`config.mk`:
```
export PLATFORM = sky130hd
export DESIGN_NAME = tlb_fifo_lru_page_tracker_flat
export DESIGN_NICKNAME = d
export VERILOG_FILES = /design/src/rtl/tlbpt_pkg.sv /design/src/rtl/tlbpt_if.sv /design/src/rtl/tlbpt_cell.sv /design/src/rtl/tlbpt_counters.sv /design/src/rtl/tlb_fifo_lru_page_tracker.sv /design/src/flat_wrapper.sv
export VERILOG_INCLUDE_DIRS = /design/src /design/src/rtl
export SDC_FILE = /design/constraint.sdc
export NUM_CORES = 1
export LEC_CHECK = 0
export BUFFER_PORTS_ARGS = -buffer_cell sky130_fd_sc_hd__buf_2
export CAP_MARGIN = 20
export CORE_ASPECT_RATIO = 0.7
export CORE_MARGIN = 5
export CORE_UTILIZATION = 55
export DETAILED_ROUTE_END_ITERATION = 8
export PLACE_DENSITY = 0.84
export SYNTH_ARGS = -nofsm -noshare
export SYNTH_HDL_FRONTEND = slang
export SYNTH_SLANG_ARGS = --single-unit
```
`constraint.sdc`:
```
create_clock -name clk_i -period 5.3 [get_ports clk_i]
set_input_delay 0.265 -clock clk_i [delete_from_list [all_inputs] [get_ports clk_i]]
set_output_delay 0.265 -clock clk_i [all_outputs]
set_load 0.02 [all_outputs]
```
`src/rtl/tlb_fifo_lru_page_tracker_defines.svh`:
```
// assertion macros for the tlb page tracker
`ifndef TLB_FIFO_LRU_PAGE_TRACKER_DEFINES_SVH
`define TLB_FIFO_LRU_PAGE_TRACKER_DEFINES_SVH

// same-cycle implication, clocked on clk_i, off while in reset
`define TLBPT_ASSERT_IMP(lbl, ante, cons, msg) \
  lbl: assert property (@(posedge clk_i) disable iff (!rst_ni) (ante) |-> (cons)) \
    else $error(msg);

// next-cycle implication, clocked on clk_i, off while in reset
`define TLBPT_ASSERT_NXT(lbl, ante, cons, msg) \
  lbl: assert property (@(posedge clk_i) disable iff (!rst_ni) (ante) |=> (cons)) \
    else $error(msg);

`endif

```
`src/rtl/tlbpt_pkg.sv`:
```
// shared constants, types and functions of the tlb page tracker
package tlbpt_pkg;

  localparam int TLB_ENTRIES   = 16;
  localparam int PAGE_COUNT    = 256;
  localparam int COUNTER_WIDTH = 32;

  localparam int ADDR_W    = 16;
  localparam int PAGE_W    = 8;
  localparam int OFFSET_W  = 8;
  localparam int OUT_CNT_W = 32;
  localparam int SLOT_W    = (TLB_ENTRIES > 1) ? $clog2(TLB_ENTRIES) : 1;
  localparam int MAP_W     = (PAGE_COUNT > 1) ? $clog2(PAGE_COUNT) : 1;

  localparam logic [PAGE_W:0]        PAGE_LIMIT  = (PAGE_W + 1)'(PAGE_COUNT);
  localparam logic [OUT_CNT_W-1:0]   OUT_CNT_MAX = {OUT_CNT_W{1'b1}};

  typedef enum logic [1:0] {
    OUTCOME_TLB_HIT  = 2'd0,
    OUTCOME_PAGE_HIT = 2'd1,
    OUTCOME_FAULT    = 2'd2
  } outcome_e;

  // per-cell update command
  typedef struct packed {
    logic load;
    logic shift;
  } cell_ctl_t;

  // counter increments for one committed transaction
  typedef struct packed {
    logic address;
    logic tlb_hit;
    logic page_hit;
    logic fault;
  } cnt_inc_t;

  typedef struct packed {
    logic [OUT_CNT_W-1:0] tlb_hit;
    logic [OUT_CNT_W-1:0] page_hit;
    logic [OUT_CNT_W-1:0] fault;
    logic [OUT_CNT_W-1:0] address;
  } totals_t;

  function automatic logic [COUNTER_WIDTH-1:0] cnt_bump(
    logic [COUNTER_WIDTH-1:0] c,
    logic                     en
  );
    logic [COUNTER_WIDTH-1:0] r;
    r = c;
    if (en && (c != {COUNTER_WIDTH{1'b1}})) begin
      r = c + 1'b1;
    end
    return r;
  endfunction

  // clamp a counter into the reported field width
  function automatic logic [OUT_CNT_W-1:0] cnt_report(logic [COUNTER_WIDTH-1:0] c);
    logic [63:0] w;
    w = 64'(c);
    return (w > 64'(OUT_CNT_MAX)) ? OUT_CNT_MAX : w[OUT_CNT_W-1:0];
  endfunction

endpackage

```
`src/rtl/tlbpt_if.sv`:
```
// handshake channels: address in, translation result out
interface tlbpt_addr_if import tlbpt_pkg::*; ();
  logic              valid;
  logic              ready;
  logic [ADDR_W-1:0] logical_address;

  modport source (output valid, output logical_address, input ready);
  modport sink   (input valid, input logical_address, output ready);
endinterface

interface tlbpt_res_if import tlbpt_pkg::*; ();
  logic                 valid;
  logic                 ready;
  logic [PAGE_W-1:0]    page_number;
  logic [OFFSET_W-1:0]  addr_offset;
  logic [1:0]           outcome;
  logic [OUT_CNT_W-1:0] tlb_hit_total;
  logic [OUT_CNT_W-1:0] page_hit_total;
  logic [OUT_CNT_W-1:0] fault_total;
  logic [OUT_CNT_W-1:0] address_total;

  modport source (
    output valid, output page_number, output addr_offset, output outcome,
    output tlb_hit_total, output page_hit_total, output fault_total,
    output address_total, input ready
  );
  modport sink (
    input valid, input page_number, input addr_offset, input outcome,
    input tlb_hit_total, input page_hit_total, input fault_total,
    input address_total, output ready
  );
endinterface

```
`src/rtl/tlbpt_cell.sv`:
```
// one tlb entry: tag and valid bit, compare, load or take from the neighbour
module tlbpt_cell import tlbpt_pkg::*; (
  input  logic              clk_i,
  input  logic              rst_ni,
  input  cell_ctl_t         ctl_i,
  input  logic [PAGE_W-1:0] page_i,
  input  logic [PAGE_W-1:0] prev_tag_i,
  input  logic              prev_valid_i,
  output logic [PAGE_W-1:0] tag_o,
  output logic              valid_o,
  output logic              match_o
);

  logic [PAGE_W-1:0] tag_q;
  logic              valid_q;

  always_ff @(posedge clk_i or negedge rst_ni) begin
    if (!rst_ni) begin
      tag_q   <= '0;
      valid_q <= 1'b0;
    end else if (ctl_i.load) begin
      tag_q   <= page_i;
      valid_q <= 1'b1;
    end else if (ctl_i.shift) begin
      tag_q   <= prev_tag_i;
      valid_q <= prev_valid_i;
    end
  end

  assign tag_o   = tag_q;
  assign valid_o = valid_q;
  assign match_o = valid_q && (tag_q == page_i);

endmodule

```
`src/rtl/tlbpt_counters.sv`:
```
// four saturating event counters and their clamped report values
module tlbpt_counters import tlbpt_pkg::*; (
  input  logic     clk_i,
  input  logic     rst_ni,
  input  cnt_inc_t inc_i,
  output totals_t  totals_o
);

  logic [COUNTER_WIDTH-1:0] tlb_hit_q, tlb_hit_d;
  logic [COUNTER_WIDTH-1:0] page_hit_q, page_hit_d;
  logic [COUNTER_WIDTH-1:0] fault_q, fault_d;
  logic [COUNTER_WIDTH-1:0] address_q, address_d;

  always_comb begin
    tlb_hit_d  = cnt_bump(tlb_hit_q, inc_i.tlb_hit);
    page_hit_d = cnt_bump(page_hit_q, inc_i.page_hit);
    fault_d    = cnt_bump(fault_q, inc_i.fault);
    address_d  = cnt_bump(address_q, inc_i.address);
  end

  always_ff @(posedge clk_i or negedge rst_ni) begin
    if (!rst_ni) begin
      tlb_hit_q  <= '0;
      page_hit_q <= '0;
      fault_q    <= '0;
      address_q  <= '0;
    end else begin
      tlb_hit_q  <= tlb_hit_d;
      page_hit_q <= page_hit_d;
      fault_q    <= fault_d;
      address_q  <= address_d;
    end
  end

  // values after this transaction
  assign totals_o.tlb_hit  = cnt_report(tlb_hit_d);
  assign totals_o.page_hit = cnt_report(page_hit_d);
  assign totals_o.fault    = cnt_report(fault_d);
  assign totals_o.address  = cnt_report(address_d);

endmodule

```
`src/rtl/tlb_fifo_lru_page_tracker.sv`:
```
// top level: address register, row of tlb cells, residency map, result register
// an accepted address waits in the address register, then its result goes to the
// result register once that is free; throughput: one address per cycle while the
// output is not stalled; tag compare, map read and cell update all act on commit
// reset: asynchronous, clears all cells to invalid, the residency map, fifo
// pointer, counters and mode (fifo); no clearing pass, ready right after reset
module tlb_fifo_lru_page_tracker import tlbpt_pkg::*; (
  input  logic              clk_i,
  input  logic              rst_ni,
  input  logic              cfg_we_i,
  input  logic              cfg_wdata_i,
  tlbpt_addr_if.sink        addr_in,
  tlbpt_res_if.source       res_out
);

`include "tlb_fifo_lru_page_tracker_defines.svh"

  logic                  mode_q;
  logic                  busy_q;
  logic [ADDR_W-1:0]     addr_q;
  logic [SLOT_W-1:0]     fifo_slot_q;
  logic [PAGE_COUNT-1:0] map_q;

  logic                  out_valid_q;
  logic [PAGE_W-1:0]     page_number_q;
  logic [OFFSET_W-1:0]   addr_offset_q;
  outcome_e              outcome_q;
  totals_t               totals_q;

  logic [PAGE_W-1:0]     page;
  logic [OFFSET_W-1:0]   offset;
  logic [MAP_W-1:0]      map_idx;
  logic                  in_map;
  logic                  resident;
  logic                  out_free;
  logic                  commit;
  logic                  accept;
  logic                  tlb_hit;
  logic                  page_hit;
  logic                  fault;
  logic [SLOT_W-1:0]     hit_pos;
  outcome_e              outcome;

  logic [TLB_ENTRIES-1:0] cell_match;
  logic [TLB_ENTRIES-1:0] cell_valid;
  logic [PAGE_W-1:0]      cell_tag [TLB_ENTRIES];
  cell_ctl_t              cell_ctl [TLB_ENTRIES];

  cnt_inc_t inc;
  totals_t  totals;

  assign page    = addr_q[ADDR_W-1:OFFSET_W];
  assign offset  = addr_q[OFFSET_W-1:0];
  assign map_idx = page[MAP_W-1:0];
  assign in_map  = {1'b0, page} < PAGE_LIMIT;

  assign out_free = !out_valid_q || res_out.ready;
  assign commit   = busy_q && out_free;
  assign addr_in.ready = !busy_q || out_free;
  assign accept   = addr_in.valid && addr_in.ready;

  // lowest matching entry wins
  always_comb begin
    tlb_hit = 1'b0;
    hit_pos = '0;
    for (int i = TLB_ENTRIES - 1; i >= 0; i--) begin
      if (cell_match[i]) begin
        tlb_hit = 1'b1;
        hit_pos = SLOT_W'(i);
      end
    end
  end

  assign resident = in_map && map_q[map_idx];
  assign page_hit = !tlb_hit && resident;
  assign fault    = !tlb_hit && !resident;

  always_comb begin
    if (tlb_hit) begin
      outcome = OUTCOME_TLB_HIT;
    end else if (resident) begin
      outcome = OUTCOME_PAGE_HIT;
    end else begin
      outcome = OUTCOME_FAULT;
    end
  end

  for (genvar i = 0; i < TLB_ENTRIES; i++) begin : g_cell
    logic [PAGE_W-1:0] prev_tag;
    logic              prev_valid;

    // the front cell takes the current page when the row shifts
    if (i == 0) begin : g_front
      assign prev_tag   = page;
      assign prev_valid = 1'b1;
    end else begin : g_rest
      assign prev_tag   = cell_tag[i-1];
      assign prev_valid = cell_valid[i-1];
    end

    assign cell_ctl[i].shift = commit && mode_q &&
                               (tlb_hit ? (SLOT_W'(i) <= hit_pos) : fault);
    assign cell_ctl[i].load  = commit && !mode_q && fault &&
                               (fifo_slot_q == SLOT_W'(i));

    tlbpt_cell u_cell (
      .clk_i        (clk_i),
      .rst_ni       (rst_ni),
      .ctl_i        (cell_ctl[i]),
      .page_i       (page),
      .prev_tag_i   (prev_tag),
      .prev_valid_i (prev_valid),
      .tag_o        (cell_tag[i]),
      .valid_o      (cell_valid[i]),
      .match_o      (cell_match[i])
    );
  end

  assign inc.address  = commit;
  assign inc.tlb_hit  = commit && tlb_hit;
  assign inc.page_hit = commit && page_hit;
  assign inc.fault    = commit && fault;

  tlbpt_counters u_counters (
    .clk_i    (clk_i),
    .rst_ni   (rst_ni),
    .inc_i    (inc),
    .totals_o (totals)
  );

  always_ff @(posedge clk_i or negedge rst_ni) begin
    if (!rst_ni) begin
      mode_q      <= 1'b0;
      busy_q      <= 1'b0;
      fifo_slot_q <= '0;
      map_q       <= '0;
      out_valid_q <= 1'b0;
    end else begin
      if (cfg_we_i) begin
        mode_q <= cfg_wdata_i;
      end
      if (accept) begin
        busy_q <= 1'b1;
      end else if (commit) begin
        busy_q <= 1'b0;
      end
      if (commit && fault && in_map) begin
        map_q[map_idx] <= 1'b1;
      end
      if (commit && fault && !mode_q) begin
        fifo_slot_q <= (fifo_slot_q == SLOT_W'(TLB_ENTRIES - 1)) ? '0
                                                                 : fifo_slot_q + 1'b1;
      end
      if (commit) begin
        out_valid_q <= 1'b1;
      end else if (res_out.ready) begin
        out_valid_q <= 1'b0;
      end
    end
  end

  always_ff @(posedge clk_i) begin
    if (accept) begin
      addr_q <= addr_in.logical_address;
    end
    if (commit) begin
      page_number_q <= page;
      addr_offset_q <= offset;
      outcome_q     <= outcome;
      totals_q      <= totals;
    end
  end

  assign res_out.valid          = out_valid_q;
  assign res_out.page_number    = page_number_q;
  assign res_out.addr_offset    = addr_offset_q;
  assign res_out.outcome        = outcome_q;
  assign res_out.tlb_hit_total  = totals_q.tlb_hit;
  assign res_out.page_hit_total = totals_q.page_hit;
  assign res_out.fault_total    = totals_q.fault;
  assign res_out.address_total  = totals_q.address;

  `TLBPT_ASSERT_IMP(a_one_outcome, busy_q, $onehot({tlb_hit, page_hit, fault}),
    "lookup must give exactly one outcome")
  `TLBPT_ASSERT_NXT(a_fault_marks_map, commit && fault && in_map, map_q[$past(map_idx)],
    "faulting page not marked resident")
  `TLBPT_ASSERT_NXT(a_lru_front, commit && mode_q && !page_hit,
    cell_valid[0] && (cell_tag[0] == $past(page)),
    "lru update did not put the page at the front")
  `TLBPT_ASSERT_NXT(a_stall_holds, busy_q && !out_free, busy_q && $stable(addr_q),
    "pending address lost while result stalled")
  `TLBPT_ASSERT_NXT(a_commit_shows, commit, out_valid_q,
    "committed transaction produced no result")

endmodule
```
`src/flat_wrapper.sv`:
```
// flat-port wrapper written by rule: the top's interface ports become plain ports
module tlb_fifo_lru_page_tracker_flat import tlbpt_pkg::*;
  (clk_i, rst_ni, cfg_we_i, cfg_wdata_i, addr_in_valid, addr_in_logical_address, addr_in_ready, res_out_valid, res_out_page_number, res_out_addr_offset, res_out_outcome, res_out_tlb_hit_total, res_out_page_hit_total, res_out_fault_total, res_out_address_total, res_out_ready);
  tlbpt_addr_if addr_in_i ();
  tlbpt_res_if res_out_i ();
  input  logic clk_i;
  input  logic rst_ni;
  input  logic cfg_we_i;
  input  logic cfg_wdata_i;
  input wire logic [$bits(addr_in_i.valid)-1:0] addr_in_valid;
  input wire logic [$bits(addr_in_i.logical_address)-1:0] addr_in_logical_address;
  output wire logic [$bits(addr_in_i.ready)-1:0] addr_in_ready;
  output wire logic [$bits(res_out_i.valid)-1:0] res_out_valid;
  output wire logic [$bits(res_out_i.page_number)-1:0] res_out_page_number;
  output wire logic [$bits(res_out_i.addr_offset)-1:0] res_out_addr_offset;
  output wire logic [$bits(res_out_i.outcome)-1:0] res_out_outcome;
  output wire logic [$bits(res_out_i.tlb_hit_total)-1:0] res_out_tlb_hit_total;
  output wire logic [$bits(res_out_i.page_hit_total)-1:0] res_out_page_hit_total;
  output wire logic [$bits(res_out_i.fault_total)-1:0] res_out_fault_total;
  output wire logic [$bits(res_out_i.address_total)-1:0] res_out_address_total;
  input wire logic [$bits(res_out_i.ready)-1:0] res_out_ready;
  assign addr_in_i.valid = addr_in_valid;
  assign addr_in_i.logical_address = addr_in_logical_address;
  assign addr_in_ready = addr_in_i.ready;
  assign res_out_valid = res_out_i.valid;
  assign res_out_page_number = res_out_i.page_number;
  assign res_out_addr_offset = res_out_i.addr_offset;
  assign res_out_outcome = res_out_i.outcome;
  assign res_out_tlb_hit_total = res_out_i.tlb_hit_total;
  assign res_out_page_hit_total = res_out_i.page_hit_total;
  assign res_out_fault_total = res_out_i.fault_total;
  assign res_out_address_total = res_out_i.address_total;
  assign res_out_i.ready = res_out_ready;
  tlb_fifo_lru_page_tracker u_core (.clk_i(clk_i), .rst_ni(rst_ni), .cfg_we_i(cfg_we_i), .cfg_wdata_i(cfg_wdata_i), .addr_in(addr_in_i), .res_out(res_out_i));
endmodule
```
* Word-level counts from Yosys, hierarchy flattened *
Index checks and enable logic that the tools add are counted.

operators by class
  add/sub/neg operators = 5
  $lt $le $gt $ge = 18
  equality and inequality tests = 35
  multiplexer cells = 126
  bitwise gates (word level) = 1
  reduce and logical (&&, ||, !) cells = 90

operator list
  operator                 number
  $mux W8                  32
  $or A256 B256 Y256       1
  $add A32 B1 Y32 const B  4
  $eq A8 B8 Y1             16
  $mux W32                 4
  $ne A32 B32 Y1 const B   4
  $mux W1                  70
  $mux W4                  17
  $logic_and A1 B1 Y1      64
  $reduce_bool A2 Y1       18
  $eq A4 B4 Y1 const B     8
  $le A4 B4 Y1 const A     8
  $eq A4 B3 Y1 const B     4
  $le A3 B4 Y1 const A     4
  $lt A8 B9 Y1 const B     1
  $bmux W1 S8              1
  $demux W1 S8             1
  $eq A4 B2 Y1 const B     2
  $ge A8 B1 Y1 const B     1
  $le A1 B4 Y1 const A     2
  $le A2 B4 Y1 const A     2
  $logic_not A1 Y1         5
  $add A4 B1 Y4 const B    1
  $eq A4 B1 Y1 const B     1
  3 further kinds          4

storage, ports and cells
  flip-flop bits (word level) = 697
  bits of input ports = 22
  output and inout bits = 148
  logic and storage cells = 324

* Longest topological paths before layout *
Gate-level depths: netlist of run 1.

  depth after elaboration = 24
  depth in mapped cells = 17
  mapped depth without buffers = 10

* Modules after synthesis *
Synthesis of run 1 repeated with hierarchy kept, for this count alone.

unflattened totals
  cell total of the unflattened synthesis = 2440
  area total of the unflattened synthesis = 31481.4 sq um

modules (own cells, without submodules)
  module                     instances  cells each  area an instance (sq um)  seq. area each (sq um)
  tlb_fifo_lru_page_tracker  1          1100        17294.1                   11446.0
  tlbpt_cell                 16         49          505.5                     225.2
  tlbpt_counters             1          556         6099.6                    3203.1

* Worst setup path before layout of run 1 *
Ideal clock, no wire load.

  path type = register to register
  start point = register u_core.out_valid_q, in the netlist u_core.res_out.valid
  end point = register u_core.totals_q (netlist bit u_core.res_out.page_hit_total[22]) (data pin)
  library setup time = 263 ps
  arrival = 5181 ps
  required time = 5037 ps
  slack = -144 ps
  stages on the path, launching flop included = 9
  path buffers = 1
  clock period less this slack = 5444 ps
  cells stage by stage = dfrtp_1 -> nand2b_1 -> nand2_1 -> inv_1 -> nand3_1 -> a21oi_1 -> clkbuf_1 -> nand3_1 -> xnor2_1

RTL lines
  element                 line                              source
  start, declared         tlb_fifo_lru_page_tracker.sv:24   logic out_valid_q;
  start signal, assigned  tlb_fifo_lru_page_tracker.sv:137  out_valid_q <= 1'b0;
  start signal, assigned  tlb_fifo_lru_page_tracker.sv:155  out_valid_q <= 1'b1;
  start signal, assigned  tlb_fifo_lru_page_tracker.sv:157  out_valid_q <= 1'b0;
  end signal, assigned    tlb_fifo_lru_page_tracker.sv:170  totals_q <= totals;
  end, declared           tlb_fifo_lru_page_tracker.sv:28   totals_t totals_q;

==> run metrics, run 1 <==
most used cell along the critical path=a31oi_1; # fillers=approximately 3800; Worst Path Required=5.79 ns; synthesized net count=between 2000 and 2500; Die X=290 µm; Worst-path clk slew=0.07 ns; CP Max Fanout=65; pwr dens=408 nW/µm²; Seq/Total Area, Yosys=between 60 and 70%; vias in the first global route=21200; worst reg2reg setup slack=0.53 ns; Worst R2R Path Depth=11; Yosys reg bits=approximately 700; WL/cell=22.5 µm; WS Path Type=flip-flop to flip-flop; Die Outline Area=59900 µm²; starting density of the core=55.9%; H-Tree Level Count=2; synthesized cell area=30300 µm²; asr flop ratio synth=roughly three quarters; Mapped Cells=2413; Core Rows=71; Setup TNS=0 ns; Clock Path Buffers=3; R2R Path Start=u_core.addr_q[8]$_DFFE_PP_; global-route wire length before repair=approximately 120000 µm; CTS tree=done; Seq pwr share=49.7%; share of total power in combinational logic=16.1%; r2r endpoint=u_core.res_out.fault_total[19]$_DFFE_PP_; pin count of the biggest net entering global routing=166; total track usage=25.6%; Max-Cap Viols=0; Via density=6.18; crit path max-delay cell type=nor2b_1; Final GP Congestion=0.916; 1st-iter DRT viols=~2400; initial antenna violation count=2; fmax=~0.21 GHz; maximum vdd drop=0.284 mV; Synth Area per Inst=12.5 µm²; root buf cell=clkbuf_16; die height=206 µm; total clock sinks=approximately 700; antenna viol nets, final=0; crit-path cells=buf_12 > nor2b_1 > a22oi_1 > a31oi_1 > a31oi_1 > a2111oi_4 > o2111a_2 > a21boi_4 > and3b_1 > and4_1 > xor2_1; area delta synth->final=14.0%; Slew HR=29.7%; CTS resizes=0; Synth Flop Type=dfrtp_1; EDFF count, synth=162; status=finished, final reports clean; Hold Path Class=input pin to asynchronous set/reset pin; worst skew pair latency=0.65 ns; leakage power=15.8 nW; CP Launch Type=flip-flop; Crit path buffers/inverters=1; RSZ-0062 raised after global routing=no; DR vias=roughly 21000; Tmin final=4.77 ns; Remaining DRCs=0; Period Utilization, post-route=90.0%; first drt pass iteration count=5; Distinct cells, synth=70; Final setup viols=0; share of cells above drive strength 1=16.8%; Clock power frac=34.2%; max reg flops=roughly 260; CP max stage delay=between 0.6 and 0.7 ns; Slew Viols, Final=0; nets@finish=around 2600; Syn. warnings=0; final hold violations=0; largest delay contributor family on the critical path=compound AO/OA/AOI/OAI gates; switch share=28.6%; worst hold margin=around 0.16 ns; CTS buffer count=61; Worst Setup End Kind=flip-flop; n_diodes=0; final WL=about 76000 µm; Worst-Margin Slew=1.05 ns; CP Depth=11; NetSw=a little over 0.004 W; I/O pin count=170; Worst Path Arrival=5.25 ns; grt total ovfl=0; Clock Skew=0.0268 ns; Core Box Area=54100 µm²; Post-CTS Hold Buffers=22; internal power=0.0101 W; Port Buf Inserts=169; Post-DP HPWL=slightly above 50000 µm; Largest Register=u_core.map_q; Setup Buffers After CTS=0
-- stage by stage --
step / worst slack (ns) / util (%) / area, µm² / power, W / instances
CTS: 0.611 / 63.7 / 34500 / 0.0141 / 3394
detailed placement: 0.633 / 59.3 / 32100 / 0.00929 / 3257
global placement: 0.753 / 59.2 / 32000 / 0.00915 / 3256
finish: 0.531 / 63.8 / 34500 / 0.0141 / 3395
floorplan: 1.03 / - / 30300 / 0.00849 / 2413
global route: 0.306 / 63.8 / 34500 / 0.0147 / 3395
-- cells in the mapped netlist, drive strengths merged, types with 4 or more instances --
cell     count  area [µm²]
nand3       82         410
nand2b       9        56.3
nor3        40         216
o21bai     179        1340
clkinv       4        15.0
a22o        17         149
a2111oi      4        72.6
o221ai      49         429
a22oi       35         263
a31oi        7        58.8
a21oi       31         163
xnor2      181        1590
nand3b       4        30.0
nor2b       19         119
or2          7        43.8
clkbuf      71         267
and3        36         225
edfxtp     162        4860
a21boi       4        48.8
nor2       108         420
a21o        99         743
and2        14        87.6
dfrtp      535       13400
mux2i       63         631
nand4       48         300
o21ai       15        75.1
xor2        71         622
inv         20        75.1
or3          4        25.0
ha           8         100
nor4         9        62.6
and4        12         105
mux4        58        1310
mux2        18         203
a211o        5        43.8
nand2      300        1130
buf         56         334
-- cell type report --
class	count	area, µm²	area share, %
clock buffer	86	1790	5.20
timing repair buffer	264	1710	4.96
sequential	697	18300	52.9
tap	730	913	2.65
inverter	24	93.8	0.272
clock inverter	29	417	1.21
multi-input combinational	1565	11300	32.8
-- worst max path at each step --
stage	from	to
global route	u_core.addr_q[8]$_DFFE_PP_	u_core.res_out.fault_total[19]$_DFFE_PP_
global placement	u_core.addr_q[8]$_DFFE_PP_	u_core.res_out.fault_total[19]$_DFFE_PP_
finish	u_core.addr_q[8]$_DFFE_PP_	u_core.res_out.fault_total[19]$_DFFE_PP_
CTS	u_core.addr_q[8]$_DFFE_PP_	u_core.res_out.fault_total[19]$_DFFE_PP_
floorplan	u_core.res_out.valid$_DFFE_PN0P_	u_core.res_out.fault_total[19]$_DFFE_PP_
detailed placement	u_core.addr_q[8]$_DFFE_PP_	u_core.res_out.fault_total[19]$_DFFE_PP_
-- power by group through the flow --
stage                     combinational, W  sequential (W)  clock (W)
after floorplan                    0.00152         0.00696          0
after global placement             0.00212         0.00702          0
after detailed placement           0.00223         0.00706          0
after CTS                          0.00226         0.00697    0.00488
after global routing               0.00249         0.00708    0.00512
final                              0.00226         0.00700    0.00481
-- metal layers --
metal | track usage (%) | up-vias | routed length, µm
li1 | - | 9070 | -
met1 | 37.3 | 10700 | 32600
met2 | 38.5 | 1039 | 33900
met3 | 7.09 | 147 | 8080
met4 | 6.77 | 4 | 1810
met5 | 0 | - | 27
-- worst register-to-register path, delay by kind of cell, from the launching register on --
kind | cells | cell delay, ns
compound gates | 6 | 2.11
xor+xnor | 1 | 0.18
buf+inv | 1 | 0.41
flops | 1 | 0.45
simple gates | 3 | 1.47
-- logic make-up (layout without fill, tap and decap cells) --
| kind of cell | Yosys count | count (layout) | share of synthesized area, % |
|---|---|---|---|
| AND/OR/NAND/NOR | 701 | 701 | 10.9 |
| flip-flops | 697 | 697 | 60.3 |
| AO/OA/AOI/OAI | 465 | 465 | 11.8 |
| XOR/XNOR | 252 | 252 | 7.29 |
| buffers and inverters | 151 | 403 | 2.28 |
| multiplexers | 139 | 139 | 7.07 |
| adder cells (fa/ha/maj) | 8 | 8 | 0.331 |
-- placed cells by master (no fill, tap or decap), drive strengths merged, types with 36 or more instances in the layout --
master / count
mux2i: 63
and3: 36
nand3: 82
nand2: 300
o221ai: 49
xor2: 71
nor3: 40
o21bai: 179
a21o: 99
mux4: 58
buf: 242
clkbuf: 86
dfrtp: 535
edfxtp: 162
xnor2: 181
nor2: 108
nand4: 48
(Power assumes the default switching activity.)
==> inputs of run 2 (changes only) <==
--- a/config.mk
+++ b/config.mk
@@ -15,4 +15,5 @@
 export PLACE_DENSITY = 0.84
 export SYNTH_ARGS = -nofsm -noshare
 export SYNTH_HDL_FRONTEND = slang
+export SYNTH_HIERARCHICAL = 1
 export SYNTH_SLANG_ARGS = --single-unit
==> run metrics, run 2 <==
pre-CTS setup slack=~0.26 ns; CTS buffer count=66; Final GP Congestion=between 0.8 and 0.9; pwr dens=405 nW/µm²; synth cell count leaders=dfrtp_1, a31o_1, xnor2_1, nand2_1, edfxtp_1; Core Box Area=56700 µm²; Syn. warnings=6; Tmin final=4.95 ns; Max-Cap Viols=0; status=finished, final reports clean; Seq/Total Area, Yosys=58.0%; Port Buf Inserts=~170; Mapped Cells=2440; Setup TNS=0 ns; Remaining DRCs=0; worst skew pair latency=~0.62 ns; Slew HR=27.2%; 1st-iter DRT viols=between 2000 and 3000; first drt pass iteration count=6; area delta synth->final=13.5%; Worst Path Required=5.70 ns; R2R Path Start=u_core/addr_q[10]$_DFFE_PP_; n_diodes=0; Setup crit start=u_core/addr_q[10]$_DFFE_PP_; Worst Setup End Kind=flip-flop; pin count of the biggest net entering global routing=178; Period Utilization, post-route=93.4%; grt total ovfl=0; maximum vdd drop=0.278 mV; fmax=around 0.20 GHz; Final setup viols=0; CTS tree=done; EDFF count, synth=roughly 160; final WL=78700 µm; CP Max Fanout=17; worst hold margin=0.273 ns; Largest Register=u_core/map_q; Core Rows=73; vias in the first global route=around 23000; Synth Flop Type=dfrtp_1; nets@finish=2685; share of cells above drive strength 1=a little under 20%; WS Path Type=flip-flop to flip-flop; leakage power=15.1 nW; I/O pin count=170; dpl cells=3303; total clock sinks=697; synthesized net count=2470; root buf cell=clkbuf_16; synthesized cell area=approximately 31000 µm²; Hold Path Class=input pin to asynchronous set/reset pin; Setup Buffers After CTS=0; Slew Viols, Final=0; Yosys reg bits=697; total track usage=25.0%; most common cell in the synthesized netlist=dfrtp_1; Die Outline Area=62200 µm²; Post-DP HPWL=between 50000 and 60000 µm; final hold violations=0; Final WS setup=~0.35 ns; Clock Skew=around 0.026 ns; post-synth top area cell=dfrtp_1; Distinct cells, synth=between 70 and 80; most common cell after layout, fill and taps aside=dfrtp_1; die height=roughly 210 µm; most frequent cells in the layout=dfrtp_1, a31o_1, xnor2_1; # fillers=3946; DR vias=21700; H-Tree Level Count=3; asr flop ratio synth=76.8%; RSZ-0062 raised after global routing=no; CP Launch Type=flip-flop; Worst-path clk slew=0.06 ns; initial antenna violation count=0; max reg flops=256; starting density of the core=55.5%; share of the synthesized area in the top cell type=42.5%; global-route wire length before repair=between 100000 and 150000 µm; Die X=296 µm; Synth Area per Inst=12.9 µm²; Worst R2R Path Depth=12; Area contributors post-synth=dfrtp_1, edfxtp_1, a31o_1; worst reg2reg setup slack=approximately 0.35 ns; Worst-Margin Slew=about 1.1 ns; r2r endpoint=u_core/res_out.page_hit_total[30]$_DFFE_PP_; Clock Path Buffers=3; Worst Path Arrival=5.35 ns; fin cells=3457; Via density=6.29; WL/cell=roughly 23 µm; antenna viol nets, final=0
[run 2: cell types whose count changed in the layout (fill, tap and decap cells not counted), moves of 39 or more]
cell,delta
o21bai_1,-176
nand2_1,-91
xor2_1,-43
mux2i_1,+87
a21o_1,-99
o21ai_1,+130
a31o_1,+230
xnor2_1,+39
o221ai_1,-49
[run 2: per-layer routing]
layer	GRT usage (%)	vias to the layer above	part of all wire, %
li1	-	9461	-
met5	0	-	0
met3	4.80	157	8.3
met1	35.2	11100	41
met4	7.70	0	2.6
met2	40.2	1012	48
[run 2: how the worst max path moves through the flow]
| stage | slack [ns] | end | cells past startpoint |
|---|---|---|---|
| 3_3_place_gp | 0.42 | u_core/res_out.page_hit_total[21]$_DFFE_PP_ | 12 |
| 6_report | 0.35 | u_core/res_out.page_hit_total[30]$_DFFE_PP_ | 12 |
| 2_1_floorplan | 0.60 | u_core/g_cell[5].u_cell/valid_o$_DFFE_PN0P_ | 9 |
| 5_1_grt | 0.14 | u_core/res_out.fault_total[20]$_DFFE_PP_ | 14 |
| 4_1_cts | 0.22 | u_core/res_out.page_hit_total[30]$_DFFE_PP_ | 12 |
| 3_5_place_dp | 0.26 | u_core/res_out.page_hit_total[30]$_DFFE_PP_ | 12 |
[run 2: cell type report]
type | count | area [µm²] | area share (%)
tap | 750 | 938 | 2.63
clock inverter | 33 | 344 | 0.963
timing repair buffer | 283 | 1930 | 5.41
inverter | 16 | 63.8 | 0.179
sequential | 697 | 18300 | 51.1
clock buffer | 87 | 1860 | 5.21
multi-input combinational | 1591 | 12300 | 34.5
[run 2: kinds of logic (layout without fill, tap and decap cells)]
| group | Yosys count | count (layout) | synth area share (%) |
|---|---|---|---|
| buffers and inverters | 152 | 419 | 3.16 |
| DFF | 697 | 697 | 58.0 |
| adders and majority gates | 8 | 8 | 0.318 |
| xor gates and xnor gates | 248 | 248 | 6.90 |
| muxes | 218 | 218 | 9.24 |
| and+or+nand+nor | 630 | 630 | 10.6 |
| AOI/OAI and AO/OA | 486 | 486 | 11.8 |
| other | 1 | 1 | 0.0119 |
[run 2: what timing repair did]
action	CTS	global route
endpoints found under the hold margin	122	0
endpoints found under the setup margin	0	15
hold buffers	22	0
gates resized for setup	0	2
[run 2: worst max-delay path, stage by stage (launching register included)]
cell and delay [ns]:
edfxtp_1 0.82, buf_4 0.43, inv_1 0.33, a2111oi_0 0.47, or3_1 0.21, o311ai_2 0.20, a41oi_4 0.41, nand2_1 0.17
nor2_2 0.49, and3_1 0.34, nor4b_2 0.41, nand3_1 0.16, xnor2_1 0.28
[run 2: per-stage QoR]
step	area (µm²)	total power [W]	util [%]
4_1_cts	35600	0.0145	62.8
3_5_place_dp	33200	0.00963	58.5
3_3_place_gp	33200	0.00946	58.5
5_1_grt	35700	0.0151	63.0
6_report	35700	0.0145	63.0
2_1_floorplan	31500	0.00882	-
[run 2: report_power, final]
part           internal [W]  switching [W]
sequential          0.00631       0.000753
combinational       0.00116        0.00141
clock               0.00275        0.00209
